`config.mk`:
```
export PLATFORM = sky130hd
export DESIGN_NAME = sem_grad
export DESIGN_NICKNAME = d
export VERILOG_FILES = /design/src/rtl/core/sem_pkg.sv /design/src/rtl/core/sem_grad.sv
export SDC_FILE = /design/constraint.sdc
export NUM_CORES = 2
export LEC_CHECK = 0
export ABC_AREA = 1
export BUFFER_PORTS_ARGS = -buffer_cell sky130_fd_sc_hd__buf_2
export CORE_MARGIN = 3
export CORE_UTILIZATION = 42
export DETAILED_ROUTE_END_ITERATION = 12
export HOLD_SLACK_MARGIN = 0.02
export PLACE_DENSITY = 0.67
export SLEW_MARGIN = 15
export SYNTH_ARGS = -nofsm -noshare
export SYNTH_HDL_FRONTEND = slang
export SYNTH_SLANG_ARGS = --single-unit
```
`constraint.sdc`:
```
create_clock -name i_clk -period 5.4 [get_ports i_clk]
set_input_delay 1.08 -clock i_clk [delete_from_list [all_inputs] [get_ports i_clk]]
set_output_delay 1.08 -clock i_clk [all_outputs]
set_load 0.05 [all_outputs]
```
`src/rtl/core/sem_pkg.sv`:
```
// ----------------------------------------------------------------------------
// sem_pkg
// Shared types and constants for the Sobel edge magnitude core.
// ----------------------------------------------------------------------------
package sem_pkg;

    localparam int MAX_WIDTH_DEF = 1024;
    localparam int FW_W          = 11;
    localparam int FH_W          = 12;
    localparam int FW_RESET      = 640;
    localparam int FH_RESET      = 480;
    localparam int PIX_W         = 24;
    localparam int CH_W          = 8;
    localparam int GRAD_W        = 10;
    localparam int SUM_W         = 21;
    localparam int SAT_LIMIT     = 65280;
    localparam int MAG_MAX       = 255;
    localparam int CFG_IDX_W     = 1;
    localparam int CFG_DATA_W    = 12;

    typedef struct packed {
        logic [CH_W-1:0] red;
        logic [CH_W-1:0] green;
        logic [CH_W-1:0] blue;
    } t_rgb;

    typedef struct packed {
        logic top;
        logic bottom;
        logic left;
        logic right;
    } t_edge;

    typedef enum logic [CFG_IDX_W-1:0] {
        CFG_FRAME_WIDTH  = 1'b0,
        CFG_FRAME_HEIGHT = 1'b1
    } t_cfg_idx;

endpackage

```
`src/rtl/core/sem_grad.sv`:
```
// ----------------------------------------------------------------------------
// sem_grad
// Masked Sobel Gx/Gy per channel, then sum of squares. Two register stages.
// ----------------------------------------------------------------------------
module sem_grad (
    input  logic                      i_clk,
    input  logic                      i_rst_n,
    input  logic                      i_start,
    input  sem_pkg::t_rgb             i_win [3][3],
    input  sem_pkg::t_edge            i_edge,
    output logic                      o_done,
    output logic [sem_pkg::SUM_W-1:0] o_sum [3]
);
    import sem_pkg::*;

    localparam int GS_W = GRAD_W + 2;
    localparam int SQ_W = 2 * GRAD_W;

    logic signed [GS_W-1:0] v  [3][3][3];
    logic signed [GS_W-1:0] gx [3];
    logic signed [GS_W-1:0] gy [3];
    logic [GRAD_W-1:0]      ax [3];
    logic [GRAD_W-1:0]      ay [3];
    logic [GRAD_W-1:0]      r_ax [3];
    logic [GRAD_W-1:0]      r_ay [3];
    logic [SUM_W-1:0]       r_sum [3];
    logic [SQ_W-1:0]        sq_x [3];
    logic [SQ_W-1:0]        sq_y [3];
    logic                   r_v1;
    logic                   r_v2;

    function automatic logic [CH_W-1:0] chan(input t_rgb p, input int c);
        logic [CH_W-1:0] res;
        case (c)
            0:       res = p.red;
            1:       res = p.green;
            default: res = p.blue;
        endcase
        return res;
    endfunction

    always_comb begin
        logic rv;
        logic cv;
        for (int c = 0; c < 3; c++) begin
            for (int i = 0; i < 3; i++) begin
                for (int j = 0; j < 3; j++) begin
                    rv = (i == 0) ? i_edge.top  : (i == 2) ? i_edge.bottom : 1'b1;
                    cv = (j == 0) ? i_edge.left : (j == 2) ? i_edge.right  : 1'b1;
                    v[c][i][j] = (rv && cv) ? $signed(GS_W'(chan(i_win[i][j], c))) : '0;
                end
            end
            gx[c] = (v[c][0][2] - v[c][0][0]) + ((v[c][1][2] - v[c][1][0]) <<< 1)
                  + (v[c][2][2] - v[c][2][0]);
            gy[c] = (v[c][2][0] - v[c][0][0]) + ((v[c][2][1] - v[c][0][1]) <<< 1)
                  + (v[c][2][2] - v[c][0][2]);
            ax[c] = gx[c][GS_W-1] ? GRAD_W'(-gx[c]) : GRAD_W'(gx[c]);
            ay[c] = gy[c][GS_W-1] ? GRAD_W'(-gy[c]) : GRAD_W'(gy[c]);
            sq_x[c] = SQ_W'(r_ax[c]) * SQ_W'(r_ax[c]);
            sq_y[c] = SQ_W'(r_ay[c]) * SQ_W'(r_ay[c]);
        end
    end

    always_ff @(posedge i_clk) begin
        if (!i_rst_n) begin
            r_v1 <= 1'b0;
            r_v2 <= 1'b0;
        end else begin
            r_v1 <= i_start;
            r_v2 <= r_v1;
        end
        for (int c = 0; c < 3; c++) begin
            if (i_start) begin
                r_ax[c] <= ax[c];
                r_ay[c] <= ay[c];
            end
            if (r_v1) begin
                r_sum[c] <= SUM_W'(sq_x[c]) + SUM_W'(sq_y[c]);
            end
        end
    end

    assign o_done = r_v2;
    assign o_sum  = r_sum;

endmodule

```
Word level (Yosys, flattened, before mapping)
Memories as Yosys holds them, arrays and structs flattened.
Cells that the tools add are included.
{"block": "word_totals", "ff_bits": 65, "latch_bits": 0, "ramBits": 60, "romBits": 0, "input_bits": 223, "output_inout_bits": 64, "word_cells": 88, "memories": 2}
{"name": "r_ax", "depth": 3, "width": 10, "rd": 3, "rd_ports_with_merged_regs": 0, "write_ports": 3, "line_no": "sem_grad.sv:24", "rtl": "logic [GRAD_W-1:0] r_ax [3];"}
{"name": "r_ay", "depth": 3, "width": 10, "rd": 3, "rd_ports_with_merged_regs": 0, "write_ports": 3, "line_no": "sem_grad.sv:25", "rtl": "logic [GRAD_W-1:0] r_ay [3];"}
{"block": "classes", "n_addsub": 39, "multipliers": 6, "div": 0, "n_lt_le_gt_ge": 0, "n_eq_ne": 0, "shift": 0, "n_mux": 32, "n_bitwise": 0, "reduce_logical": 4}
{"operator": "8-bit 2-to-1 mux", "count": 24}
{"operator": "8-bit by 8-bit subtractor with 9-bit output", "count": 18}
{"operator": "10-bit by 10-bit multiplier with 20-bit output", "count": 6}
{"operator": "11-bit by 9-bit adder with 12-bit output", "count": 6}
{"operator": "9-bit by 10-bit adder with 11-bit output", "count": 6}
{"operator": "20-bit by 20-bit adder with 21-bit output", "count": 3}
{"operator": "10-bit 2-to-1 mux", "count": 6}
{"operator": "10-bit negator", "count": 6}
{"operator": "1-bit logical AND", "count": 4}
{"operator": "1-bit 2-to-1 mux", "count": 2}

Depth between registers and ports, before layout
{"block": "logic_depth", "ltp_word": 7, "ltp_mapped": 28, "depth_no_buf": 26}

Least setup slack after synthesis
Ideal clock, no wire load.
{"block": "synth_timing", "path_kind": "reg-to-reg", "from": "mem r_ax[2][5], in the netlist r_ax[0][25]", "to": "reg r_sum, in the netlist o_sum[16], data pin", "setup_time_ns": 0.252, "t_arrival_ns": 5.457, "required_time_ns": 5.148, "setup_slack_ns": -0.309, "stages_incl_launch_ff": 23, "path_buffers": 1, "period_less_slack_ns": 5.709, "cell_sequence": "edfxtp_1 clkbuf_1 nand2_1 inv_1 fa_1 inv_1 fa_1 fa_1 inv_1 fa_1 fa_1 fa_1 inv_1 fa_1 inv_1 ha_1 nand2_1 nor2_1 inv_1 o21ai_0 nand2_1 nand3_1 nand2_1"}
{"item": "start: declaration", "line_no": "sem_grad.sv:24"}
{"item": "end signal: indexed assignment", "line_no": "sem_grad.sv:78", "rtl": "r_sum[c] <= SUM_W'(sq_x[c]) + SUM_W'(sq_y[c]);"}
{"item": "end: declaration", "line_no": "sem_grad.sv:26", "rtl": "logic [SUM_W-1:0] r_sum [3];"}

==> summary.md <==
| Metric | Value |
|---|---|
| Syn Nets | 5643 |
| Fin crit period | 5.66 ns |
| Mapped cell area | 34200 um2 |
| Critical path required time | ~5.6 ns |
| Status | complete, but fails checks |
| WL per Instance | 14.2 um |
| Sequential share of the synthesized area | 0.109 |
| Die Y | 291 um |
| Syn Inst Count | 4477 |
| FP Rows | 104 |
| DRT Pass-1 Iters | 6 |
| Final Hold Violating Endpoints | 0 |
| Post-route ant nets | 0 |
| Skew-Pair Late Insertion Delay | 0.49 ns |
| Register area | 3740 um2 |
| Max-Cap Viols | 0 |
| TritonCTS buffer count | 17 |
| Max Clock Freq | 177 MHz |
| Largest net degree at the start of global routing | 65 |
| Min-delay worst type | flop to flop |
| # setup viols final | 36 |
| Final worst slack | -0.261 ns |
| Setup repair after global routing missed its margin | yes |
| Clk buf depth | 2 |
| CTS sink count | 125 |
| First-pass GRT wire length | 142000 um |
| Clock skew | approximately 0.014 ns |
| Area leader, netlist | fa_1 |
| Via count | 29294 |
| Chip width | 291 um |
| Footprint of the multi-input gates | 26700 um2 |
| Top_reg_cell synth | edfxtp_1 |
| Die area | around 85000 um2 |
| Async set or reset register ratio after synthesis | 0 |
| Layout Utilization | 0.515 |
| Synth top area cells | fa_1, ha_1, inv_1 |
| Post-DR vias/cell | 4.75 |
| EDFF count, synth | around 120 |
| Post-cts hold buffer count | 0 |
| Worst Path Max Fanout | 5 |
| Top-area cell type share of the netlist area | 0.273 |
| Number of nets in the layout | 6252 |
| Critical Path Start Type | flop |
| # DRC | 0 |
| Root Buffer | clkbuf_16 |
| Layout fillers | 7579 |
| Cells after DPL | 6057 |
| Leading cell types by count after synthesis | inv_1, nand2_1, ha_1 |
| Buffers on Ports | 262 |
| CTS tree | built |
| CP arrival | 5.90 ns |
| # IOs | 287 |
| Total global-route track usage | 0.206 |
| Yosys warns | 0 |
| Worst rel slew slack | 0.382 |
| Yosys reg bits | 125 |
| TNS Setup | -4.50 ns |
| Vias in the first global route | 28975 |
| Post-Layout Inst Area | 41600 um2 |
| Final wirelength | between 80000 and 90000 um |
| Period utilization | 1.05 |
| Syn-to-layout area delta | 21.5% |
| Slew of the pin with the lowest slew margin | 0.927 ns |
| Clock transition at path regs | 0.06 ns |
| CP endpoint kind | flop |
| Core Region | between 80000 and 90000 um2 |
| Count leader, synth | inv_1 |
| Total grt overflow | 0 |
| Synth unique cells | 40 |
| Final Max Tran Viols | 0 |
| GPL Wtd Cong | 0.949 |
| Failing checks | negative setup slack |
| CTS H-tree lvls | 4 |
| Finished Layout Cells | between 6000 and 7000 |
| First DRT Iteration DRCs | 1485 |
| Avg Synthesized Cell Area | 7.64 um2 |
| WS Path Type | flop to flop |
| Post-DP HPWL | 75700 um |
| Initial antenna violation count | 3 |
| Starting Density | 0.424 |
| DP Area | 39300 um2 |
| Share of cells above drive strength 1 | 0.201 |
==> path summary, 6_finish.rpt <==
kind                         start             endpoint  slack (ns)  depth (start not counted)
max           r_ax[0][2]$_DFFE_PP_  o_sum[60]$_DFFE_PP_       -0.26                         20
max reg2reg   r_ax[0][2]$_DFFE_PP_  o_sum[60]$_DFFE_PP_       -0.26                         20
min reg2reg  r_ay[0][10]$_DFFE_PP_  o_sum[21]$_DFFE_PP_        0.83                          2
min          r_ay[0][10]$_DFFE_PP_  o_sum[21]$_DFFE_PP_        0.83                          2
==> state kept, by name (all words and copies together), names as in the netlist <==
name	flops
r_ax	30
o_done	1
r_v1	1
r_ay	30
o_sum	63
==> layout make-up <==
type	count	area share
clock buffers	19	0.0104
diodes	2	0.000120
inverters	1216	0.110
repair buffers	688	0.114
flip-flops and latches	125	0.0899
multi-input cells	3038	0.642
clock inverters	13	0.00241
well taps	1060	0.0319
==> metrics by stage <==
step                setup slack (ns)  hold WS, ns
detailed placement            -0.298        0.805
floorplan                     -0.113        0.535
finish                        -0.261        0.829
global placement              -0.232        0.799
global route                  -0.484        0.850
CTS                           -0.213        0.799
==> layer usage <==
metal / vias up / track usage / wire length (um)
met5: - / 0 / 34
met4: 4 / 0.0462 / 1520
met3: 87 / 0.0359 / 5390
met2: 684 / 0.347 / 41200
met1: 13773 / 0.279 / 39400
li1: 14746 / - / -
==> worst max-delay path, stage by stage (launching register included) <==
cell and delay (ns):
edfxtp_1 0.50, nand2_1 0.11, inv_1 0.07, fa_2 0.60, inv_2 0.05, fa_1 0.51
inv_2 0.04, fa_1 0.52, fa_1 0.44, fa_1 0.54, fa_1 0.44, fa_1 0.49
ha_4 0.37, nand2_4 0.09, nor2_2 0.07, nand2_1 0.07, o211ai_1 0.11, buf_4 0.19
nand3_2 0.07, nand2_2 0.07, xor2_1 0.06
==> repair_timing <==
item | in CTS | in global routing
buffers inserted | 32 | 41
hold endpoints to repair | 0 | 0
endpoints found under the setup margin | 41 | 43
resized for setup | 132 | 192
pin swaps | 106 | 129
==> kinds of logic (layout without fill, tap and decap cells) <==
| family | count (synthesis) | after routing | synth area share |
|---|---|---|---|
| XOR/XNOR | 201 | 201 | 0.0514 |
| adder cells (fa/ha/maj) | 943 | 943 | 0.447 |
| buffers and inverters | 1314 | 1936 | 0.146 |
| flip-flops | 125 | 125 | 0.109 |
| AND/OR/NAND/NOR | 1583 | 1583 | 0.191 |
| other | 0 | 2 | 0 |
| AO/OA/AOI/OAI | 311 | 311 | 0.0553 |
==> placed cells by master, fill, tap and decap left out, types with 34 or more instances in the layout <==
cell and instances:
edfxtp_1 123, nand2_1 1003, ha_1 443, o21ai_0 45, buf_4 376, nand2_2 72, nor2_1 190, inv_2 56
ha_4 34, fa_1 449, a21oi_1 106, nand3_1 140, buf_2 262, nand4_1 44, xnor2_1 100, inv_1 1159
buf_6 47, xor2_1 97
Power is not shown: default switching activity piles up to over one toggle a cycle in this logic, so the estimate is an artifact.
