--- src/rtl/core/sem_pkg.sv ---
// ----------------------------------------------------------------------------
// sem_pkg
// Shared types and constants for the Sobel edge magnitude core.
// ----------------------------------------------------------------------------
package sem_pkg;

    localparam int MAX_WIDTH_DEF = 1024;
    localparam int FW_W          = 11;
    localparam int FH_W          = 12;
    localparam int FW_RESET      = 640;
    localparam int FH_RESET      = 480;
    localparam int PIX_W         = 24;
    localparam int CH_W          = 8;
    localparam int GRAD_W        = 10;
    localparam int SUM_W         = 21;
    localparam int SAT_LIMIT     = 65280;
    localparam int MAG_MAX       = 255;
    localparam int CFG_IDX_W     = 1;
    localparam int CFG_DATA_W    = 12;

    typedef struct packed {
        logic [CH_W-1:0] red;
        logic [CH_W-1:0] green;
        logic [CH_W-1:0] blue;
    } t_rgb;

    typedef struct packed {
        logic top;
        logic bottom;
        logic left;
        logic right;
    } t_edge;

    typedef enum logic [CFG_IDX_W-1:0] {
        CFG_FRAME_WIDTH  = 1'b0,
        CFG_FRAME_HEIGHT = 1'b1
    } t_cfg_idx;

endpackage

--- src/rtl/core/sem_root.sv ---
// ----------------------------------------------------------------------------
// sem_root
// Rounded integer square root, saturated at 255. Two radicand bits per cycle.
// ----------------------------------------------------------------------------
module sem_root (
    input  logic                      i_clk,
    input  logic                      i_rst_n,
    input  logic                      i_start,
    input  logic [sem_pkg::SUM_W-1:0] i_sum,
    output logic                      o_done,
    output logic [sem_pkg::CH_W-1:0]  o_mag
);
    import sem_pkg::*;

    localparam int STEPS = CH_W;
    localparam int CNT_W = $clog2(STEPS);
    localparam int REM_W = CH_W + 2;
    localparam int SH_W  = REM_W + 2;
    localparam int RAD_W = 2 * CH_W;

    logic             r_busy;
    logic             r_done;
    logic [CNT_W-1:0] r_cnt;
    logic [REM_W-1:0] r_rem;
    logic [CH_W-1:0]  r_root;
    logic [RAD_W-1:0] r_bits;
    logic             r_sat;
    logic [SH_W-1:0]  rem_sh;
    logic [SH_W-1:0]  trial;
    logic [SH_W-1:0]  rem_sub;
    logic             take;

    assign rem_sh  = {r_rem, r_bits[RAD_W-1 -: 2]};
    assign trial   = {2'b00, r_root, 2'b01};
    assign take    = rem_sh >= trial;
    assign rem_sub = rem_sh - trial;

    always_ff @(posedge i_clk) begin
        if (!i_rst_n) begin
            r_busy <= 1'b0;
            r_done <= 1'b0;
        end else begin
            r_done <= 1'b0;
            if (i_start) begin
                r_busy <= 1'b1;
                r_cnt  <= '0;
                r_rem  <= '0;
                r_root <= '0;
                r_bits <= i_sum[RAD_W-1:0];
                r_sat  <= i_sum > SUM_W'(SAT_LIMIT);
            end else if (r_busy) begin
                r_rem  <= take ? rem_sub[REM_W-1:0] : rem_sh[REM_W-1:0];
                r_root <= {r_root[CH_W-2:0], take};
                r_bits <= {r_bits[RAD_W-3:0], 2'b00};
                r_cnt  <= r_cnt + CNT_W'(1);
                if (r_cnt == CNT_W'(STEPS - 1)) begin
                    r_busy <= 1'b0;
                    r_done <= 1'b1;
                end
            end
        end
    end

    // remainder above root means the fraction is past one half
    assign o_mag  = r_sat ? CH_W'(MAG_MAX)
                  : (REM_W'(r_root) < r_rem) ? r_root + CH_W'(1) : r_root;
    assign o_done = r_done;

endmodule

--- config.mk ---
export PLATFORM = sky130hd
export DESIGN_NAME = sem_root
export DESIGN_NICKNAME = d
export VERILOG_FILES = /design/src/rtl/core/sem_pkg.sv /design/src/rtl/core/sem_root.sv
export SDC_FILE = /design/constraint.sdc
export NUM_CORES = 1
export LEC_CHECK = 0
export ABC_AREA = 1
export BUFFER_PORTS_ARGS = -buffer_cell sky130_fd_sc_hd__clkbuf_2
export CAP_MARGIN = 10
export CELL_PAD_IN_SITES_DETAIL_PLACEMENT = 0
export CELL_PAD_IN_SITES_GLOBAL_PLACEMENT = 1
export CORE_MARGIN = 1
export CORE_UTILIZATION = 46
export DETAILED_ROUTE_END_ITERATION = 16
export GPL_ROUTABILITY_DRIVEN = 1
export PLACE_DENSITY_LB_ADDON = 0.1
export SYNTH_ARGS = -nofsm -noshare
export SYNTH_HDL_FRONTEND = slang
export SYNTH_SLANG_ARGS = --single-unit
export TNS_END_PERCENT = 20
--- constraint.sdc ---
create_clock -name i_clk -period 3.3 [get_ports i_clk]
set_input_delay 0.825 -clock i_clk [delete_from_list [all_inputs] [get_ports i_clk]]
set_output_delay 0.825 -clock i_clk [all_outputs]
set_load 0.01 [all_outputs]
-- Word level (Yosys, flattened, before mapping)
Cells that the tools add are included.
- bits in registers: 40
- input port bits: 24
- output and inout port bits: 9
- logic and storage cells: 32
- add/sub/neg operators: 3
- $lt $le $gt $ge: 3
- equal/unequal tests: 1
- mux-type cells: 12
- bitwise gates (word level): 2
- reduce and logical (&&, ||, !) cells: 4
- operators by type and width (operator ; number):
    $mux W16 ; 2
    $mux W8 ; 3
    $gt A21 B16 Y1 const B ; 1
    $mux W10 ; 2
    $ge A12 B10 Y1 ; 1
    $lt A8 B10 Y1 ; 1
    $sub A10 B10 Y10 ; 1
    $add A8 B1 Y8 const B ; 1
    $mux W1 ; 4
    $reduce_and A2 Y1 ; 2
    $add A3 B1 Y3 const B ; 1
    $eq A3 B3 Y1 const B ; 1
    $mux W3 ; 1
    $reduce_or A3 Y1 ; 1
    $not A1 Y1 ; 2
    $reduce_bool A2 Y1 ; 1

-- Logic depth before layout (Yosys ltp)
Gate-level depths: netlist of the first run.
- depth after elaboration: 4
- depth in mapped cells: 12
- gate-level depth less buffers: 12

-- Worst setup path after synthesis of the first run
Ideal clock, no wire load.
- kind: register to output
- start point: register r_root[2]
- end point: output port o_mag[2] (netlist name)
- data arrival time: 1.564 ns
- data required time: 2.475 ns
- setup slack: 0.911 ns
- stages on the path, launching flop included: 12
- buffers on the path: 0
- cells stage by stage: edfxtp_1 > ha_1 > nand2_1 > inv_1 > nand2_2 > nor2_2 > nand2_1 > nand2_1 > inv_2 > nand2_2 > nand2_1 > nand3_1
- cells in the longest elaborated chain, start to end: 3
- elaborated cells on any way between the ends: 4
- classes of those cells: 1 x add/sub; 1 x order compare; 2 x mux
- ends and longest elaborated chain (item ; RTL line ; RTL):
    from (decl) ; sem_root.sv:25 ; logic [CH_W-1:0] r_root;
    from (signal assigned) ; sem_root.sv:53 ; r_root <= {r_root[CH_W-2:0], take};
    $add A8 B1 Y8 or $lt A8 B10 Y1 (tied branches) ; sem_root.sv:66 ; : (REM_W'(r_root) < r_rem) ? r_root + CH_W'(1) : r_root;
    $mux W8 * ; sem_root.sv:66 ;
    $mux W8 * ; sem_root.sv:65 ; assign o_mag = r_sat ? CH_W'(MAG_MAX)
    to (decl) ; sem_root.sv:11 ; output logic [sem_pkg::CH_W-1:0] o_mag
Every way passes the cells marked *; elsewhere a longest branch is shown, timed or not.

-- Final worst setup path of the first run
Same ends and word-level chain as after synthesis.

==> results.py, run 1 <==
metrics = {
    "drt": {
        "post_drt_wl_per_cell_um": 12.1,
        "first_iter_violations": 100,
        "drcViolationCount": 0,
        "ant_nets": 0,
        "first_pass_iters": 4,
        "wl_um": 5400,
        "viasPerCell": 4.81,
        "via_count": 2156,
    },
    "timing": {
        "skew_ns": 0.00563,
        "setup_violations": 0,
        "rsz0062_at_grt": "no",
        "slew_violations": 0,
        "holdWs_ns": 0.467,
        "max_clock_freq_mhz": 328,
        "hold_viol_final": 0,
        "layout_min_cycle_time_ns": 3.04,
        "worst_pin_slew_ns": 0.484,
        "tns_ns": 0,
        "timing.final.crit_share": 0.922,
        "max_slew_margin": 0.678,
    },
    "logic_synthesis": {
        "ys_ff_latch": 40,
        "syn-mean-instance-area_um2": 7.89,
        "ys_warn_count": 0,
        "syn_inst": 339,
        "synth_nets": 383,
        "yosysUniqueCellTypes": 29,
        "netlist_area_um2": 2670,
        "ys_seq_area_frac": 0.442,
    },
    "die": {
        "num_rows": 27,
        "io-pin-count": 33,
        "core_um2": 5540,
        "dieArea_um2": 6120,
        "start_util": 0.483,
        "dieWidth_um": 78.2,
        "die_h_um": 78.2,
    },
    "clock_network": {
        "holdBufCountCts": 0,
        "post_cts_buffers": 0,
        "cts_buffers": 5,
        "cts_htree_levels": 2,
        "clock_path_buffers": 2,
        "clock_sinks": 40,
        "post_cts_resized": 0,
        "cts_tree": "yes",
        "clockRootBuffer": "clkbuf_8",
        "clock_latency_ns": 0.29,
        "path_clk_slew_ns": 0.08,
    },
    "final_layout": {
        "final_cells": 448,
        "antenna_cells": 0,
        "fin_nets": 419,
        "drive_above_1_share": 0.149,
        "syn_to_final_growth_pct": 12.2,
    },
    "status": {
        "status": "complete, no violations",
    },
    "power": {
        "p_leak_nw": 1.55,
        "ir_worst_vdd_mv": 0.208,
        "p_per_area_nw_per_um2": 484,
    },
    "critical_path": {
        "startpoint_type": "flip-flop",
        "arrival_ns": 2.22,
        "end_kind": "output pin",
        "required_ns": 2.47,
        "path_max_fanout": 9,
        "crit_type": "reg2out",
    },
    "global_route": {
        "grt_pass1_vias": 2017,
        "grt_overflow": 0,
        "grt_pass1_wl_um": 9150,
        "antenna_found_initial": 0,
        "grt.total_usage": 0.194,
        "grt_max_degree": 38,
    },
    "placement": {
        "gp_congestion": 0.822,
        "portBuffers": 32,
        "place_hpwl_um": 4080,
        "placed_cells": 440,
    },
    "worst_hold_path": {
        "hold_path_class": "reg2reg",
    },
    "run": {
        "cap_violations": 0,
    },
}
[kinds of logic after synthesis]
group	count (synthesis)	synth area share
simple gates	193	0.307
fa+ha+maj	20	0.0936
flops	40	0.442
compound gates	23	0.0473
buf+inv	55	0.0847
xor+xnor	8	0.0262
[stage by stage]
stage	setup WS (ns)	utilization	instance area [um^2]	power, mW
after floorplan	0.911	-	2670	1.00
after global placement	0.615	0.524	2900	1.11
after detailed placement	0.584	0.524	2900	1.11
after CTS	0.240	0.542	3000	1.47
after global routing	0.0370	0.542	3000	1.56
final	0.256	0.542	3000	1.45
[synth_stat cells]
cell type,instances,area [um^2]
nand2_1,107,402
inv_1,46,173
nor2_1,40,150
edfxtp_1,38,1140
nand3_1,26,130
ha_1,20,250
o21ai_0,10,50.1
xor2_1,8,70.1
a21oi_1,7,35.0
nand2_2,6,37.5
nor3_1,4,20.0
clkbuf_1,3,11.3
o21ai_1,3,15.0
dfxtp_1,2,40.0
inv_2,2,7.51
nand4_1,2,12.5
nor2_2,2,12.5
nor4_1,2,12.5
a21o_1,1,7.51
and2_1,1,6.26
buf_2,1,5.00
buf_6,1,11.3
buf_8,1,15.0
clkinv_1,1,3.75
nand3_4,1,17.5
nand3b_1,1,7.51
nor2_4,1,11.3
o21bai_1,1,7.51
o21bai_2,1,11.3
[layout by cell type (no fill, tap or decap), types with 6 or more instances in the layout]
cell type,count
a21oi_1,7
clkbuf_2,32
clkbuf_8,6
edfxtp_1,38
ha_1,20
inv_1,46
nand2_1,107
nand2_2,6
nand3_1,26
nor2_1,40
o21ai_0,10
xor2_1,8
[report_power, final]
| group | total, mW | switching [mW] | internal, mW |
|---|---|---|---|
| sequential | 0.658 | 0.0334 | 0.624 |
| clock | 0.351 | 0.180 | 0.171 |
| combinational | 0.442 | 0.279 | 0.163 |
[flip-flops by register name, summed over array words and instances (netlist names)]
signal,count
r_busy,1
r_bits,16
r_rem,10
r_cnt,3
o_done,1
r_root,8
r_sat,1
[routing by layer]
layer | part of all wire | track usage | up-vias
met5 | 0 | 0 | -
met4 | 0.011 | 0.0630 | 0
met3 | 0.033 | 0.0326 | 5
met2 | 0.50 | 0.352 | 39
met1 | 0.46 | 0.231 | 957
li1 | - | - | 1155
[cell type report]
class | instances | area, um^2
inverters | 49 | 184
multi-input cells | 244 | 1270
clock inverters | 2 | 13.8
flip-flops and latches | 40 | 1180
repair buffers | 35 | 183
clock buffers | 6 | 82.6
well taps | 72 | 90.1
fillers | 562 | 2540
[critical path, cell delays in order (launching register included)]
cell	delay [ns]
edfxtp_1	0.49
ha_1	0.40
nand2_1	0.07
inv_1	0.09
nand2_2	0.07
nor2_2	0.13
nand2_1	0.06
nand2_1	0.08
inv_2	0.09
nand2_2	0.15
nand2_1	0.08
nand3_1	0.08
clkbuf_2	0.13
[path summary, 6_finish.rpt]
path / startpoint / end / slack [ns] / cells after the start
setup / recovery: r_root[2]$_SDFFCE_PP0P_ / o_mag[2] / 0.26 / 12
hold / removal: r_busy$_SDFF_PN0_ / o_done$_SDFF_PP0_ / 0.47 / 2
hold reg to reg: r_busy$_SDFF_PN0_ / o_done$_SDFF_PP0_ / 0.47 / 2
setup reg to reg: r_root[1]$_SDFFCE_PP0P_ / r_rem[4]$_SDFFCE_PP0P_ / 1.24 / 9
Note: power is estimated with default switching activity, not from simulation.
==> run 2, diff against run 1 <==
--- a/config.mk
+++ b/config.mk
@@ -14,7 +14,7 @@
 export CORE_UTILIZATION = 46
 export DETAILED_ROUTE_END_ITERATION = 16
 export GPL_ROUTABILITY_DRIVEN = 1
-export PLACE_DENSITY_LB_ADDON = 0.1
+export PLACE_DENSITY = 0.92
 export SYNTH_ARGS = -nofsm -noshare
 export SYNTH_HDL_FRONTEND = slang
 export SYNTH_SLANG_ARGS = --single-unit
==> run 2 against run 1 <==
Compared with the run above: final area up 1.0%; power up 4.0%; critical path depth unchanged; combinational power about the same; die area unchanged; global-route usage down 0.10 points; clock-buffer cell count down 1; non-clock buffer count up 2; register-to-register slack about the same; maximum frequency up 2.0%; largest power group unchanged.
==> results.py, run 2 (same netlist as run 1, synthesis figures left out) <==
metrics = {
    "timing": {
        "skew_ns": 0.00480,
        "rsz0062_at_grt": "no",
        "layout_min_cycle_time_ns": 2.99,
        "max_slew_margin": 0.792,
        "setup_ws_ns": 0.315,
        "max_clock_freq_mhz": 335,
        "hold_viol_final": 0,
        "worst_pin_slew_ns": 0.312,
        "timing.final.crit_share": 0.905,
        "tns_ns": 0,
        "holdWs_ns": 0.476,
        "slew_violations": 0,
        "setup_violations": 0,
    },
    "drt": {
        "viasPerCell": 4.82,
        "drcViolationCount": 0,
        "ant_nets": 0,
        "wl_um": 5460,
        "first_iter_violations": 54,
        "first_pass_iters": 4,
        "post_drt_wl_per_cell_um": 12.1,
        "via_count": 2169,
    },
    "clock_network": {
        "cts_buffers": 5,
        "cts_htree_levels": 2,
        "clock_sinks": 40,
        "holdBufCountCts": 0,
        "clockRootBuffer": "clkbuf_8",
        "cts_tree": "yes",
        "post_cts_resized": 0,
        "clock_path_buffers": 2,
        "clock_latency_ns": 0.29,
        "post_cts_buffers": 0,
        "path_clk_slew_ns": 0.08,
    },
    "power": {
        "p_leak_nw": 1.56,
        "ir_worst_vdd_mv": 0.264,
        "power.total_mw": 1.51,
        "p_per_area_nw_per_um2": 498,
    },
    "worst_hold_path": {
        "hold_path_class": "reg2reg",
        "hold_depth": 2,
    },
    "global_route": {
        "grt_max_degree": 21,
        "grt_pass1_vias": 2098,
        "grt_pass1_wl_um": 9190,
        "antenna_found_initial": 0,
        "grt.total_usage": 0.193,
        "grt_overflow": 0,
    },
    "critical_path": {
        "path_depth": 12,
        "crit_family": "simple AND/OR/NAND/NOR gates",
        "crit_type": "reg2out",
        "cp_cell_sequence": "ha_1 -> nand2_1 -> inv_1 -> nand2_2 -> nor2_2 -> nand2_1 -> nand2_1 -> inv_2 -> nand2_2 -> nand2_1 -> nand3_1 -> clkbuf_2",
        "arrival_ns": 2.16,
        "rrSetupSlack_ns": 1.23,
        "path_buf_inv": 3,
        "critPathMaxStageDelay_ns": 0.50,
        "rr_worst_depth": 10,
        "cpMostUsedCell": "nand2_1",
        "startpoint_type": "flip-flop",
        "path_max_fanout": 9,
        "end_kind": "output pin",
        "cp_slowest_cell": "edfxtp_1",
        "required_ns": 2.47,
    },
    "final_layout": {
        "fillers": 563,
        "final_common_cell": "nand2_1",
        "antenna_cells": 0,
        "drive_above_1_share": 0.153,
        "syn_to_final_growth_pct": 13.3,
        "multiInputGateArea_um2": 1270,
        "final_core_utilization": 0.547,
        "largest_reg_flops": 16,
        "final_cell_mix": "nand2_1 (107), inv_1 (46), nor2_1 (40)",
        "reg.largest.list": "r_bits x16, r_rem x10, r_root x8",
        "regArea_um2": 1180,
        "fin_nets": 421,
        "regMostFlops": "r_bits",
        "final_cells": 450,
        "stdcell_area_um2": 3030,
    },
    "placement": {
        "place_ws_ns": 0.634,
        "place_hpwl_um": 4190,
        "dpl_cell_area_um2": 2920,
        "placed_cells": 442,
        "gp_congestion": 0.833,
        "portBuffers": 32,
    },
    "die": {
        "dieWidth_um": 78.2,
        "io-pin-count": 33,
        "core_um2": 5540,
        "die_h_um": 78.2,
        "dieArea_um2": 6120,
        "start_util": 0.483,
        "num_rows": 27,
    },
    "run": {
        "cap_violations": 0,
    },
    "status": {
        "status": "complete, no violations",
    },
}
[run 2: cell types whose count changed in the layout (fill, tap and decap cells not counted)]
cell / before / now
buf_4: 3 / 5
bufinv_16: 0 / 1
inv_6: 1 / 0
clkinvlp_4: 0 / 1
clkbuf_8: 6 / 5
[run 2: area by class of cell]
type,count,share of cell area
inverter,49,0.0607
tap,72,0.0297
clock inverter,3,0.0140
timing repair buffer,37,0.0652
clock buffer,5,0.0227
sequential,40,0.390
multi-input combinational,244,0.418
[run 2: power breakdown]
group	internal, mW	switching (mW)
logic	0.165	0.279
clock network	0.224	0.182
registers	0.624	0.0334
total	1.01	0.495
[run 2: path summary, 6_finish.rpt]
path                                              start                      to
worst max-delay path            r_root[2]$_SDFFCE_PP0P_                o_mag[5]
worst min-delay path                  r_busy$_SDFF_PN0_       o_done$_SDFF_PP0_
worst max register to register  r_root[1]$_SDFFCE_PP0P_  r_rem[8]$_SDFFCE_PP0P_
worst min register to register        r_busy$_SDFF_PN0_       o_done$_SDFF_PP0_
[run 2: per-layer routing]
metal,share of wire,vias to the layer above,global-route usage
met2,0.51,41,0.349
met3,0.034,4,0.0326
li1,-,1159,-
met1,0.45,965,0.230
met5,0,-,0
met4,0.010,0,0.0630
[run 2: worst reg2reg max path, stage by stage, from the launching register on]
cell and delay (ns):
edfxtp_1 0.48, ha_1 0.44, nand2_1 0.09, nor2_2 0.16
nor2_4 0.06, nand2_2 0.07, nand2_2 0.06, nand3_4 0.18
inv_1 0.12, nor2_1 0.13, nor2_1 0.06
==> run 3, diff against run 2 <==
--- a/config.mk
+++ b/config.mk
@@ -7,14 +7,14 @@
 export LEC_CHECK = 0
 export ABC_AREA = 1
 export BUFFER_PORTS_ARGS = -buffer_cell sky130_fd_sc_hd__clkbuf_2
-export CAP_MARGIN = 10
 export CELL_PAD_IN_SITES_DETAIL_PLACEMENT = 0
 export CELL_PAD_IN_SITES_GLOBAL_PLACEMENT = 1
 export CORE_MARGIN = 1
-export CORE_UTILIZATION = 46
+export CORE_UTILIZATION = 30
+export CTS_BUF_LIST = sky130_fd_sc_hd__clkbuf_4
 export DETAILED_ROUTE_END_ITERATION = 16
 export GPL_ROUTABILITY_DRIVEN = 1
-export PLACE_DENSITY = 0.92
+export PLACE_DENSITY = 0.67
 export SYNTH_ARGS = -nofsm -noshare
 export SYNTH_HDL_FRONTEND = slang
 export SYNTH_SLANG_ARGS = --single-unit
==> run 3 against run 2 <==
Compared with the run above: sequential share of layout area is 0.59 points lower; worst hold slack improved by 0.0042 ns; utilization shrank 19 points; sequential cell count unchanged; maximum frequency is 3.3% lower; first-iteration DRC count up 100%; largest cell class unchanged; clock skew grew 0.012 ns; combinational power up 3%; cell count rose by 8.4%; register-to-register slack improved by 0.02 ns; clock power down 15%; final area is 1.5% higher.
==> results.py, run 3 (same netlist as run 1, synthesis figures left out) <==
metrics = {
    "clock_network": {
        "cts_buffers": 5,
        "path_clk_slew_ns": 0.14,
        "cts_htree_levels": 2,
        "clock_sinks": 40,
        "holdBufCountCts": 0,
        "clock_latency_ns": 0.36,
        "clockRootBuffer": "clkbuf_4",
        "clock_path_buffers": 2,
        "cts_tree": "yes",
    },
    "critical_path": {
        "crit_start": "r_root[4]$_SDFFCE_PP0P_",
        "cp_cell_sequence": "ha_2 -> nand2_2 -> o21ai_0 -> nand2_1 -> nand2_2 -> nand2_1 -> nand3_1 -> clkbuf_2",
        "cp_slowest_cell": "edfxtp_1",
        "crit_type": "reg2out",
        "r2r_start": "r_root[0]$_SDFFCE_PP0P_",
        "arrival_ns": 2.26,
        "path_max_fanout": 9,
        "startpoint_type": "flip-flop",
        "critPathMaxStageDelay_ns": 0.48,
        "end_kind": "output pin",
        "required_ns": 2.47,
    },
    "timing": {
        "timing.final.crit_share": 0.936,
        "max_slew_margin": 0.632,
        "slew_violations": 0,
        "worst_pin_slew_ns": 0.552,
        "max_clock_freq_mhz": 324,
        "layout_min_cycle_time_ns": 3.09,
        "setup_violations": 0,
        "skew_ns": 0.0165,
        "hold_viol_final": 0,
    },
    "drt": {
        "wl_met2_um": 2780,
        "first_iter_violations": 110,
        "via_count": 2202,
        "viasPerCell": 4.51,
        "wl_um": 5860,
        "post_drt_wl_per_cell_um": 12.0,
        "ant_nets": 0,
        "first_pass_iters": 4,
        "drcViolationCount": 0,
        "drt-met1-wl_um": 2840,
        "wl_met3_um": 186,
        "topRoutingLayerUsed": "met4",
    },
    "die": {
        "num_rows": 34,
        "start_util": 0.308,
        "dieArea_um2": 9290,
        "die_h_um": 96.4,
        "io-pin-count": 33,
        "dieWidth_um": 96.4,
        "core_um2": 8680,
    },
    "final_layout": {
        "fillers": 973,
        "fin_nets": 423,
        "regMostFlops": "r_bits",
        "final_core_utilization": 0.355,
        "antenna_cells": 0,
        "final_common_cell": "nand2_1",
        "syn_to_final_growth_pct": 15.1,
        "reg.largest.list": "r_bits x16, r_rem x10, r_root x8",
        "final_cell_mix": "nand2_1 (107), inv_1 (46), nor2_1 (40)",
        "largest_reg_flops": 16,
        "drive_above_1_share": 0.163,
    },
    "global_route": {
        "grt_max_degree": 28,
        "grt_pass1_vias": 2104,
        "grt.total_usage": 0.139,
        "grt_pass1_wl_um": 9820,
        "grt_overflow": 0,
        "antenna_found_initial": 0,
    },
    "placement": {
        "place_hpwl_um": 4330,
        "portBuffers": 32,
        "gp_congestion": 0.777,
    },
    "worst_hold_path": {
        "hold_path_class": "reg2reg",
        "holdCritStartpoint": "r_busy$_SDFF_PN0_",
    },
    "power": {
        "p_per_area_nw_per_um2": 474,
        "power.total_mw": 1.46,
        "p_leak_nw": 1.55,
        "ir_worst_vdd_mv": 0.212,
    },
    "run": {
        "cap_violations": 0,
    },
    "status": {
        "status": "complete, no violations",
    },
}
## run 3: changes by cell type in the layout (fill, tap and decap cells not counted), sizes merged
cell | before | now
clkinv | 2 | 3
clkinvlp | 1 | 0
buf | 5 | 7
## run 3: final cells by class
cell class              count  area (um^2)  area share
inverters                  49          184      0.0598
well taps                 108          135      0.0439
clock buffers               5         37.5      0.0122
repair buffers             39          213      0.0691
flip-flops and latches     40         1180       0.384
multi-input cells         244         1280       0.417
clock inverters             3         42.5      0.0138
## run 3: report_power, final
part	internal, mW	switching [mW]
Clock	0.159	0.188
Combinational	0.174	0.284
Sequential	0.624	0.0313
## run 3: per-stage QoR
step                      hold WS (ns)  setup WS [ns]  setup TNS (ns)  instances  cell area (um^2)
final                            0.480          0.213               0        488              3080
after global routing             0.506       -0.00736         -0.0199        488              3080
after CTS                        0.486          0.146               0        484              3030
after detailed placement         0.468          0.576               0        476              2950
after floorplan                  0.437          0.911               0        339              2670
after global placement           0.457          0.605               0        476              2950
## run 3: what timing repair did
| action | CTS | global route |
|---|---|---|
| gates resized for setup | 0 | 4 |
| setup buffers | 0 | 4 |
| setup endpoints to repair | 0 | 8 |
## run 3: final timing paths
path	to	slack, ns	depth (start not counted)
worst max-delay path	o_mag[1]	0.21	8
worst max register to register	r_rem[4]$_SDFFCE_PP0P_	1.25	10
worst min register to register	o_done$_SDFF_PP0_	0.48	2
worst min-delay path	o_done$_SDFF_PP0_	0.48	2
## run 3: metal layers
| layer | track usage | vias to the layer above |
|---|---|---|
| met5 | 0 | - |
| met4 | 0.0294 | 0 |
| met3 | 0.0282 | 6 |
| met2 | 0.235 | 40 |
| met1 | 0.184 | 997 |
| li1 | - | 1159 |
## run 3: critical path, delay by kind of cell, from the launching register on
| family | cells | cell delay (ns) |
|---|---|---|
| adder cells (fa/ha/maj) | 1 | 0.41 |
| flip-flops | 1 | 0.48 |
| AND/OR/NAND/NOR | 5 | 0.73 |
| AO/OA/AOI/OAI | 1 | 0.15 |
| buffers and inverters | 1 | 0.13 |
